[config.mk]
export PLATFORM = sky130hd
export DESIGN_NAME = fixed_block_free_list_allocator
export DESIGN_NICKNAME = d
export VERILOG_FILES = /design/src/rtl/core/fbfla_pkg.sv /design/src/rtl/core/fbfla_ctrl.sv /design/src/rtl/core/fbfla_datapath.sv /design/src/rtl/core/fixed_block_free_list_allocator.sv
export SDC_FILE = /design/constraint.sdc
export NUM_CORES = 1
export LEC_CHECK = 0
export BUFFER_PORTS_ARGS = -buffer_cell sky130_fd_sc_hd__buf_2
export CORE_UTILIZATION = 60
export CTS_CLUSTER_DIAMETER = 50
export DETAILED_ROUTE_END_ITERATION = 12
export HOLD_SLACK_MARGIN = 0.1
export PLACE_DENSITY = 0.77
export SLEW_MARGIN = 10
export SYNTH_ARGS = -nofsm -noshare
export SYNTH_HDL_FRONTEND = slang
export SYNTH_SLANG_ARGS = --single-unit
[constraint.sdc]
create_clock -name i_clk -period 4 [get_ports i_clk]
set_input_delay 0.8 -clock i_clk [delete_from_list [all_inputs] [get_ports i_clk]]
set_output_delay 0.8 -clock i_clk [all_outputs]
set_load 0.005 [all_outputs]
[src/rtl/core/fbfla_pkg.sv]
package fbfla_pkg;

    localparam int SIZE_W   = 8;
    localparam int STATUS_W = 2;

    typedef enum logic {
        REQ_ALLOC = 1'b0,
        REQ_FREE  = 1'b1
    } t_req_type;

    typedef enum logic [STATUS_W-1:0] {
        STATUS_OK        = 2'd0,
        STATUS_TOO_SMALL = 2'd1,
        STATUS_EXHAUSTED = 2'd2
    } t_status;

    typedef enum logic [1:0] {
        S_IDLE  = 2'd0,
        S_POP   = 2'd1,
        S_CARVE = 2'd2
    } t_state;

    typedef enum logic [2:0] {
        DP_NOP         = 3'd0,
        DP_PUSH        = 3'd1,
        DP_POP         = 3'd2,
        DP_CARVE_START = 3'd3,
        DP_CARVE_STEP  = 3'd4
    } t_dp_op;

    typedef struct packed {
        t_dp_op  op;
        logic    res_valid;
        t_status res_status;
    } t_dp_cmd;

    typedef struct packed {
        logic hold_valid;
        logic head_null;
        logic pool_full;
        logic size_small;
        logic carve_last;
    } t_dp_stat;

endpackage

[src/rtl/core/fbfla_ctrl.sv]
module fbfla_ctrl (
    input  logic                i_clk,
    input  logic                i_rst_n,
    input  logic                i_in_valid,
    input  logic                i_req_type,
    input  fbfla_pkg::t_dp_stat i_stat,
    output logic                o_in_ready,
    output fbfla_pkg::t_dp_cmd  o_cmd
);

    fbfla_pkg::t_state r_state;
    fbfla_pkg::t_state n_state;

    always_ff @(posedge i_clk) begin
        if (!i_rst_n) begin
            r_state <= fbfla_pkg::S_IDLE;
        end else begin
            r_state <= n_state;
        end
    end

    always_comb begin
        n_state          = r_state;
        o_in_ready       = 1'b0;
        o_cmd.op         = fbfla_pkg::DP_NOP;
        o_cmd.res_valid  = 1'b0;
        o_cmd.res_status = fbfla_pkg::STATUS_OK;
        unique case (r_state)
            fbfla_pkg::S_IDLE: begin
                // a result still parked in the hold stage blocks new words
                o_in_ready = !i_stat.hold_valid;
                if (i_in_valid && !i_stat.hold_valid) begin
                    priority if (i_req_type == fbfla_pkg::REQ_FREE) begin
                        o_cmd.op        = fbfla_pkg::DP_PUSH;
                        o_cmd.res_valid = 1'b1;
                    end else if (i_stat.size_small) begin
                        o_cmd.res_valid  = 1'b1;
                        o_cmd.res_status = fbfla_pkg::STATUS_TOO_SMALL;
                    end else if (!i_stat.head_null) begin
                        // link of the head is being read this cycle
                        n_state = fbfla_pkg::S_POP;
                    end else if (i_stat.pool_full) begin
                        o_cmd.res_valid  = 1'b1;
                        o_cmd.res_status = fbfla_pkg::STATUS_EXHAUSTED;
                    end else begin
                        // first slot of the new chunk is granted right away
                        o_cmd.op        = fbfla_pkg::DP_CARVE_START;
                        o_cmd.res_valid = 1'b1;
                        n_state         = fbfla_pkg::S_CARVE;
                    end
                end
            end
            fbfla_pkg::S_POP: begin
                o_cmd.op        = fbfla_pkg::DP_POP;
                o_cmd.res_valid = 1'b1;
                n_state         = fbfla_pkg::S_IDLE;
            end
            fbfla_pkg::S_CARVE: begin
                o_cmd.op = fbfla_pkg::DP_CARVE_STEP;
                if (i_stat.carve_last) begin
                    n_state = fbfla_pkg::S_IDLE;
                end
            end
            default: begin
                n_state = fbfla_pkg::S_IDLE;
            end
        endcase
    end

endmodule

[src/rtl/core/fbfla_datapath.sv]
module fbfla_datapath #(
    parameter int CHUNK_SLOTS     = 5,
    parameter int MAX_CHUNKS      = 8,
    parameter int MIN_BLOCK_BYTES = 8,
    localparam int POOL_SLOTS     = CHUNK_SLOTS * MAX_CHUNKS,
    localparam int SLOT_W         = $clog2(POOL_SLOTS + 1)
) (
    input  logic                          i_clk,
    input  logic                          i_rst_n,
    input  fbfla_pkg::t_dp_cmd            i_cmd,
    output fbfla_pkg::t_dp_stat           o_stat,
    input  logic [fbfla_pkg::SIZE_W-1:0]  i_req_size,
    input  logic [SLOT_W-1:0]             i_slot,
    input  logic                          i_out_ready,
    output logic                          o_out_valid,
    output fbfla_pkg::t_status            o_out_status,
    output logic [SLOT_W-1:0]             o_out_slot
);

    localparam int ADDR_W   = $clog2(POOL_SLOTS);
    localparam int CARVED_W = $clog2(MAX_CHUNKS + 1);
    localparam int LEFT_W   = $clog2(CHUNK_SLOTS);
    localparam logic [SLOT_W-1:0] NULL_SLOT = SLOT_W'(POOL_SLOTS);

    logic [SLOT_W-1:0]   r_link_mem [POOL_SLOTS];
    logic [SLOT_W-1:0]   r_link_rd;

    logic [SLOT_W-1:0]   r_head;
    logic [SLOT_W-1:0]   n_head;
    logic [SLOT_W-1:0]   r_base;
    logic [SLOT_W-1:0]   n_base;
    logic [CARVED_W-1:0] r_carved;
    logic [CARVED_W-1:0] n_carved;
    logic [SLOT_W-1:0]   r_carve_addr;
    logic [SLOT_W-1:0]   n_carve_addr;
    logic [LEFT_W-1:0]   r_carve_left;
    logic [LEFT_W-1:0]   n_carve_left;

    logic                r_out_valid;
    logic                n_out_valid;
    fbfla_pkg::t_status  r_out_status;
    fbfla_pkg::t_status  n_out_status;
    logic [SLOT_W-1:0]   r_out_slot;
    logic [SLOT_W-1:0]   n_out_slot;
    logic                r_hold_valid;
    logic                n_hold_valid;
    fbfla_pkg::t_status  r_hold_status;
    fbfla_pkg::t_status  n_hold_status;
    logic [SLOT_W-1:0]   r_hold_slot;
    logic [SLOT_W-1:0]   n_hold_slot;

    logic                wr_en;
    logic [ADDR_W-1:0]   wr_addr;
    logic [SLOT_W-1:0]   wr_data;
    logic [SLOT_W-1:0]   res_slot;
    logic                out_free;

    assign o_stat.hold_valid = r_hold_valid;
    assign o_stat.head_null  = (r_head == NULL_SLOT);
    assign o_stat.pool_full  = (r_carved == CARVED_W'(MAX_CHUNKS));
    assign o_stat.size_small = (i_req_size < fbfla_pkg::SIZE_W'(MIN_BLOCK_BYTES));
    assign o_stat.carve_last = (r_carve_left == '0);

    // link store write port: free pushes and chunk link-up share it
    always_comb begin
        wr_en   = 1'b0;
        wr_addr = i_slot[ADDR_W-1:0];
        wr_data = r_head;
        unique case (i_cmd.op)
            fbfla_pkg::DP_PUSH: begin
                wr_en = (i_slot < NULL_SLOT);
            end
            fbfla_pkg::DP_CARVE_STEP: begin
                wr_en   = 1'b1;
                wr_addr = r_carve_addr[ADDR_W-1:0];
                wr_data = (r_carve_left == '0) ? NULL_SLOT : r_carve_addr + SLOT_W'(1);
            end
            default: begin
                wr_en = 1'b0;
            end
        endcase
    end

    // head link is read every cycle; used only in the cycle after an accept
    always_ff @(posedge i_clk) begin
        if (wr_en) begin
            r_link_mem[wr_addr] <= wr_data;
        end
        r_link_rd <= r_link_mem[r_head[ADDR_W-1:0]];
    end

    always_comb begin
        n_head       = r_head;
        n_base       = r_base;
        n_carved     = r_carved;
        n_carve_addr = r_carve_addr;
        n_carve_left = r_carve_left;
        res_slot     = '0;
        unique case (i_cmd.op)
            fbfla_pkg::DP_PUSH: begin
                if (i_slot < NULL_SLOT) begin
                    n_head = i_slot;
                end
            end
            fbfla_pkg::DP_POP: begin
                res_slot = r_head;
                n_head   = r_link_rd;
            end
            fbfla_pkg::DP_CARVE_START: begin
                // base slot goes out now, the rest is linked from base + 1
                res_slot     = r_base;
                n_head       = r_base + SLOT_W'(1);
                n_carve_addr = r_base + SLOT_W'(1);
                n_carve_left = LEFT_W'(CHUNK_SLOTS - 2);
                n_base       = r_base + SLOT_W'(CHUNK_SLOTS);
                n_carved     = r_carved + CARVED_W'(1);
            end
            fbfla_pkg::DP_CARVE_STEP: begin
                n_carve_addr = r_carve_addr + SLOT_W'(1);
                n_carve_left = r_carve_left - LEFT_W'(1);
            end
            default: begin
                n_head = r_head;
            end
        endcase
    end

    // output register with a one-word hold stage behind it
    assign out_free = !r_out_valid || i_out_ready;

    always_comb begin
        n_out_valid   = r_out_valid;
        n_out_status  = r_out_status;
        n_out_slot    = r_out_slot;
        n_hold_valid  = r_hold_valid;
        n_hold_status = r_hold_status;
        n_hold_slot   = r_hold_slot;
        if (out_free) begin
            if (r_hold_valid) begin
                n_out_valid  = 1'b1;
                n_out_status = r_hold_status;
                n_out_slot   = r_hold_slot;
                n_hold_valid = 1'b0;
            end else if (i_cmd.res_valid) begin
                n_out_valid  = 1'b1;
                n_out_status = i_cmd.res_status;
                n_out_slot   = res_slot;
            end else begin
                n_out_valid = 1'b0;
            end
        end else if (i_cmd.res_valid) begin
            n_hold_valid  = 1'b1;
            n_hold_status = i_cmd.res_status;
            n_hold_slot   = res_slot;
        end
    end

    always_ff @(posedge i_clk) begin
        if (!i_rst_n) begin
            r_head       <= NULL_SLOT;
            r_base       <= '0;
            r_carved     <= '0;
            r_out_valid  <= 1'b0;
            r_hold_valid <= 1'b0;
        end else begin
            r_head       <= n_head;
            r_base       <= n_base;
            r_carved     <= n_carved;
            r_out_valid  <= n_out_valid;
            r_hold_valid <= n_hold_valid;
        end
    end

    always_ff @(posedge i_clk) begin
        r_carve_addr  <= n_carve_addr;
        r_carve_left  <= n_carve_left;
        r_out_status  <= n_out_status;
        r_out_slot    <= n_out_slot;
        r_hold_status <= n_hold_status;
        r_hold_slot   <= n_hold_slot;
    end

    assign o_out_valid  = r_out_valid;
    assign o_out_status = r_out_status;
    assign o_out_slot   = r_out_slot;

endmodule

[src/rtl/core/fixed_block_free_list_allocator.sv]
// Fixed-size slot allocator: CHUNK_SLOTS * MAX_CHUNKS slots handed out from a LIFO
// free list whose links live in a link memory indexed by slot, with one read and one
// write port. Each request word gives exactly one response word. A free, a too-small
// request and an exhausted pool are handled in the idle state; an allocate from a
// non-empty list also passes through the pop state because the link of the head
// comes out of the registered memory read. An allocate on an empty list grants the
// first slot of a new chunk at once, then holds off input while the chunk's
// CHUNK_SLOTS - 1 links are written, one per cycle through the memory's one write
// port. Responses sit in an output register backed by a one-word hold stage, so a
// stalled consumer stops intake only once both are full.
// Slot indexes at or above the pool size are ignored on free; no double-free check.
module fixed_block_free_list_allocator #(
    parameter int CHUNK_SLOTS     = 5,
    parameter int MAX_CHUNKS      = 8,
    parameter int MIN_BLOCK_BYTES = 8,
    localparam int POOL_SLOTS     = CHUNK_SLOTS * MAX_CHUNKS,
    localparam int SLOT_W         = $clog2(POOL_SLOTS + 1),
    localparam int IN_DATA_W      = ((fbfla_pkg::SIZE_W + SLOT_W + 7) / 8) * 8,
    localparam int OUT_DATA_W     = ((fbfla_pkg::STATUS_W + SLOT_W + 7) / 8) * 8
) (
    input  logic                  i_clk,
    input  logic                  i_rst_n,
    input  logic                  i_s_axis_tvalid,
    output logic                  o_s_axis_tready,
    // [7:0] request_size, next SLOT_W bits slot_index, rest zero
    input  logic [IN_DATA_W-1:0]  i_s_axis_tdata,
    // [0] req_type
    input  logic [0:0]            i_s_axis_tuser,
    output logic                  o_m_axis_tvalid,
    input  logic                  i_m_axis_tready,
    // [1:0] status, next SLOT_W bits granted_slot, rest zero
    output logic [OUT_DATA_W-1:0] o_m_axis_tdata
);

    fbfla_pkg::t_dp_cmd  dp_cmd;
    fbfla_pkg::t_dp_stat dp_stat;
    fbfla_pkg::t_status  out_status;
    logic [SLOT_W-1:0]   out_slot;

    fbfla_ctrl u_ctrl (
        .i_clk      (i_clk),
        .i_rst_n    (i_rst_n),
        .i_in_valid (i_s_axis_tvalid),
        .i_req_type (i_s_axis_tuser[0]),
        .i_stat     (dp_stat),
        .o_in_ready (o_s_axis_tready),
        .o_cmd      (dp_cmd)
    );

    fbfla_datapath #(
        .CHUNK_SLOTS     (CHUNK_SLOTS),
        .MAX_CHUNKS      (MAX_CHUNKS),
        .MIN_BLOCK_BYTES (MIN_BLOCK_BYTES)
    ) u_datapath (
        .i_clk        (i_clk),
        .i_rst_n      (i_rst_n),
        .i_cmd        (dp_cmd),
        .o_stat       (dp_stat),
        .i_req_size   (i_s_axis_tdata[fbfla_pkg::SIZE_W-1:0]),
        .i_slot       (i_s_axis_tdata[fbfla_pkg::SIZE_W +: SLOT_W]),
        .i_out_ready  (i_m_axis_tready),
        .o_out_valid  (o_m_axis_tvalid),
        .o_out_status (out_status),
        .o_out_slot   (out_slot)
    );

    assign o_m_axis_tdata = OUT_DATA_W'({out_slot, out_status});

endmodule
==> flow_summary.ini <==
[status]
status = finished, final reports clean

[setup_path]
cp.required_ns = 4.18
end_kind = flop
r2r_cells = 4
worst-path-max-fanout = 20
worstReg2RegEnd = u_datapath.r_link_mem[28][3]
crit-reg2reg-launch = u_ctrl.r_state[0]
worstSetupPathType = reg -> reg
crit_arrival_ns = 3.22
r2r_slack_ns = 0.96
critPathLaunchType = flop

[pwr]
comb_power_share = 0.173
p_clk_frac = 0.329
ir_drop_uv = 416
total_power_w = 0.00784
seqPwrFrac = 0.497
powerDensity_nw_per_um2 = 588
switchingPower_w = 0.00214
switching_share = 0.273
power.leakage_nw = 4.27
internal_power_w = 0.00570

[final_layout]
finalNetCount = 768
final_common_cell = edfxtp_1
layout_common_cells = edfxtp_1 (265), mux4_2 (60), nor2_1 (54)
syn2layout_area_growth_pct = 11.0
n_fill_cell = 1252
fin_util = 0.683
final_layout_size_suffix_gt1_frac = 0.218
antenna_cells = 0

[detailed_routing]
routed_wl_um = 24300
ant_nets = 0
viasPerCell = 6.37
drtIter0Drc = 565
wl_per_cell_um = 23.7
vias = 6534
drc_errors = 0
dr.pass1.iters = 5

[clock_network]
cts_tree = done
clk_pin_slew_worst_paths_ns = 0.06
cts.htree.levels = 1
cts_buffers = 28
clockBufferDepth = 3
postCtsSetupRepairBufs = 0
cts.sinks = 291
insertion_delay_ns = 0.55
ctsHoldBuffers = 0
cts_resized = 0
cts-root-buf = clkbuf_16

[synth]
ys.flop_type = edfxtp_1
ys_types = 56
synth_edf_count = 265
synth_seq_cells = 291
netlist.area_leader.share = 0.663
syn_area_um2 = 12000
yosysSeqAreaShare = 0.706
synth_area_leaders = edfxtp_1 (66%), mux4_2 (11%), dfxtp_1 (4.3%)
yosys_warnings = 0
synth_largest_area_cell = edfxtp_1
syn_inst = 714
syn_avg_cell_area_um2 = 16.8
syn-num-nets = 741
synthArstFlopShare = 0

[hold_path]
hold_start = u_datapath.o_out_valid
min_path_cells = 2
min_path_type = reg -> reg
hold_path_end = u_datapath.r_hold_valid

[floorplanning]
start_util = 0.615
die_w_um = 143
die_h_um = 143
io_pins = 31
dieArea_um2 = 20600
core_um2 = 19500
core.rowCount = 51

[timing]
fin_setup_tns_ns = 0
fin_crit_sh = 0.761
setup_viol_count_final = 0
slew_headroom = 0.178
setup_ws_ns = 0.958
rsz0062_at_grt = no
finalClockSkew_ns = 0.0128
maxSlewViolCount = 0
fin_crit_ns = 3.04
timing.final.hold_violations = 0
max_freq_mhz = 329
worst_pin_slew_ns = 1.23

[global_routing]
antenna_found_initial = 0
track_usage = 0.248
overflow = 0
grt_pass1_wl_um = 37500
first_global_vias = 6532
grt_max_degree = 45

[placement]
gp_congestion = 0.824
dp_hpwl_um = 15500
numPortBuffers = 25
dp_slack_ns = 0.897

[run]
drv_cap = 0
## how the worst max path moves through the flow
| stage | from | end | slack [ns] |
|---|---|---|---|
| global placement | i_s_axis_tvalid | u_datapath.r_link_mem[29][2] | 1.00 |
| finish | u_ctrl.r_state[0] | u_datapath.r_link_mem[28][3] | 0.96 |
| floorplan | u_ctrl.r_state[0] | u_datapath.r_link_mem[0][4] | 0.58 |
| CTS | u_ctrl.r_state[1] | u_datapath.r_link_mem[4][0] | 0.99 |
| detailed placement | i_s_axis_tvalid | u_datapath.r_link_mem[4][3] | 0.90 |
| global route | u_ctrl.r_state[1] | u_datapath.r_link_mem[24][2] | 0.76 |
## cells in the mapped netlist (4+ instances only)
cell type / instances
a211oi_1: 5
a21oi_1: 19
a22o_2: 4
a22oi_1: 12
a31oi_1: 11
and2_1: 8
buf_1: 4
buf_2: 15
clkbuf_1: 22
dfxtp_1: 26
edfxtp_1: 265
ha_1: 6
inv_1: 7
mux2_2: 7
mux2i_1: 10
mux4_2: 60
nand2_1: 46
nand2b_1: 4
nand3_1: 25
nand3b_1: 7
nor2_1: 54
nor2b_1: 10
nor3_1: 10
nor3b_1: 8
o21ai_0: 7
o31ai_1: 4
xnor2_1: 9
xor2_1: 6
## area by class of cell
type                            count  area (um2)  share of cell area
Clock buffer                       35         727              0.0545
Tap cell                          265         332              0.0249
Multi-Input combinational cell    374        3360               0.252
Timing Repair Buffer               39         230              0.0173
Clock inverter                     15         169              0.0127
Sequential cell                   291        8480               0.636
Inverter                            7        26.3             0.00197
## per-stage QoR
step | instances | hold WS, ns | instance area (um2)
2_1_floorplan | 714 | 0.490 | 12000
3_3_place_gp | 976 | 0.485 | 12400
3_5_place_dp | 976 | 0.509 | 12400
4_1_cts | 1026 | 0.517 | 13300
5_1_grt | 1026 | 0.539 | 13300
6_report | 1026 | 0.524 | 13300
## power groups by stage
stage | Sequential, W | Clock, W | Combinational [W]
after floorplan | 0.00378 | 0 | 0.00103
after global routing | 0.00392 | 0.00271 | 0.00146
after detailed placement | 0.00396 | 0 | 0.00135
final | 0.00390 | 0.00258 | 0.00136
after CTS | 0.00390 | 0.00260 | 0.00136
after global placement | 0.00395 | 0 | 0.00129
## registers in the layout (all words and copies together), names as in the netlist
signal                    count
u_datapath.r_carve_addr       6
u_ctrl.r_state                2
u_datapath.r_carve_left       3
u_datapath.r_link_mem       240
u_datapath.r_hold_status      2
u_datapath.r_head             6
u_datapath.r_base             6
u_datapath.r_hold_slot        6
u_datapath.o_out_status       2
u_datapath.o_out_valid        1
u_datapath.r_carved           4
u_datapath.r_hold_valid       1
u_datapath.r_link_rd          6
u_datapath.o_out_slot         6
## routing by layer
layer / up-vias / part of all wire / GRT usage
met1: 3292 / 0.41 / 0.340
met2: 308 / 0.49 / 0.403
li1: 2874 / - / -
met3: 60 / 0.073 / 0.0410
met4: 0 / 0.030 / 0.0941
met5: - / 0 / 0
## worst max-delay path, stage by stage (launching register included)
cell and delay (ns):
dfxtp_1 0.53, nand2b_1 0.72, a31oi_1 0.16, or4b_1 0.67, nor2_1 0.58
## cells by family (layout without fill, tap and decap cells)
group,after synthesis,count (layout),share of synthesized area
multiplexers,77,77,0.127
flip-flops,291,291,0.706
AO/OA/AOI/OAI,88,88,0.0523
buffers and inverters,49,96,0.0175
adder cells (fa/ha/maj),6,6,0.00625
XOR/XNOR,15,15,0.0109
AND/OR/NAND/NOR,188,188,0.0794
Power figures use the tool's default switching activity.
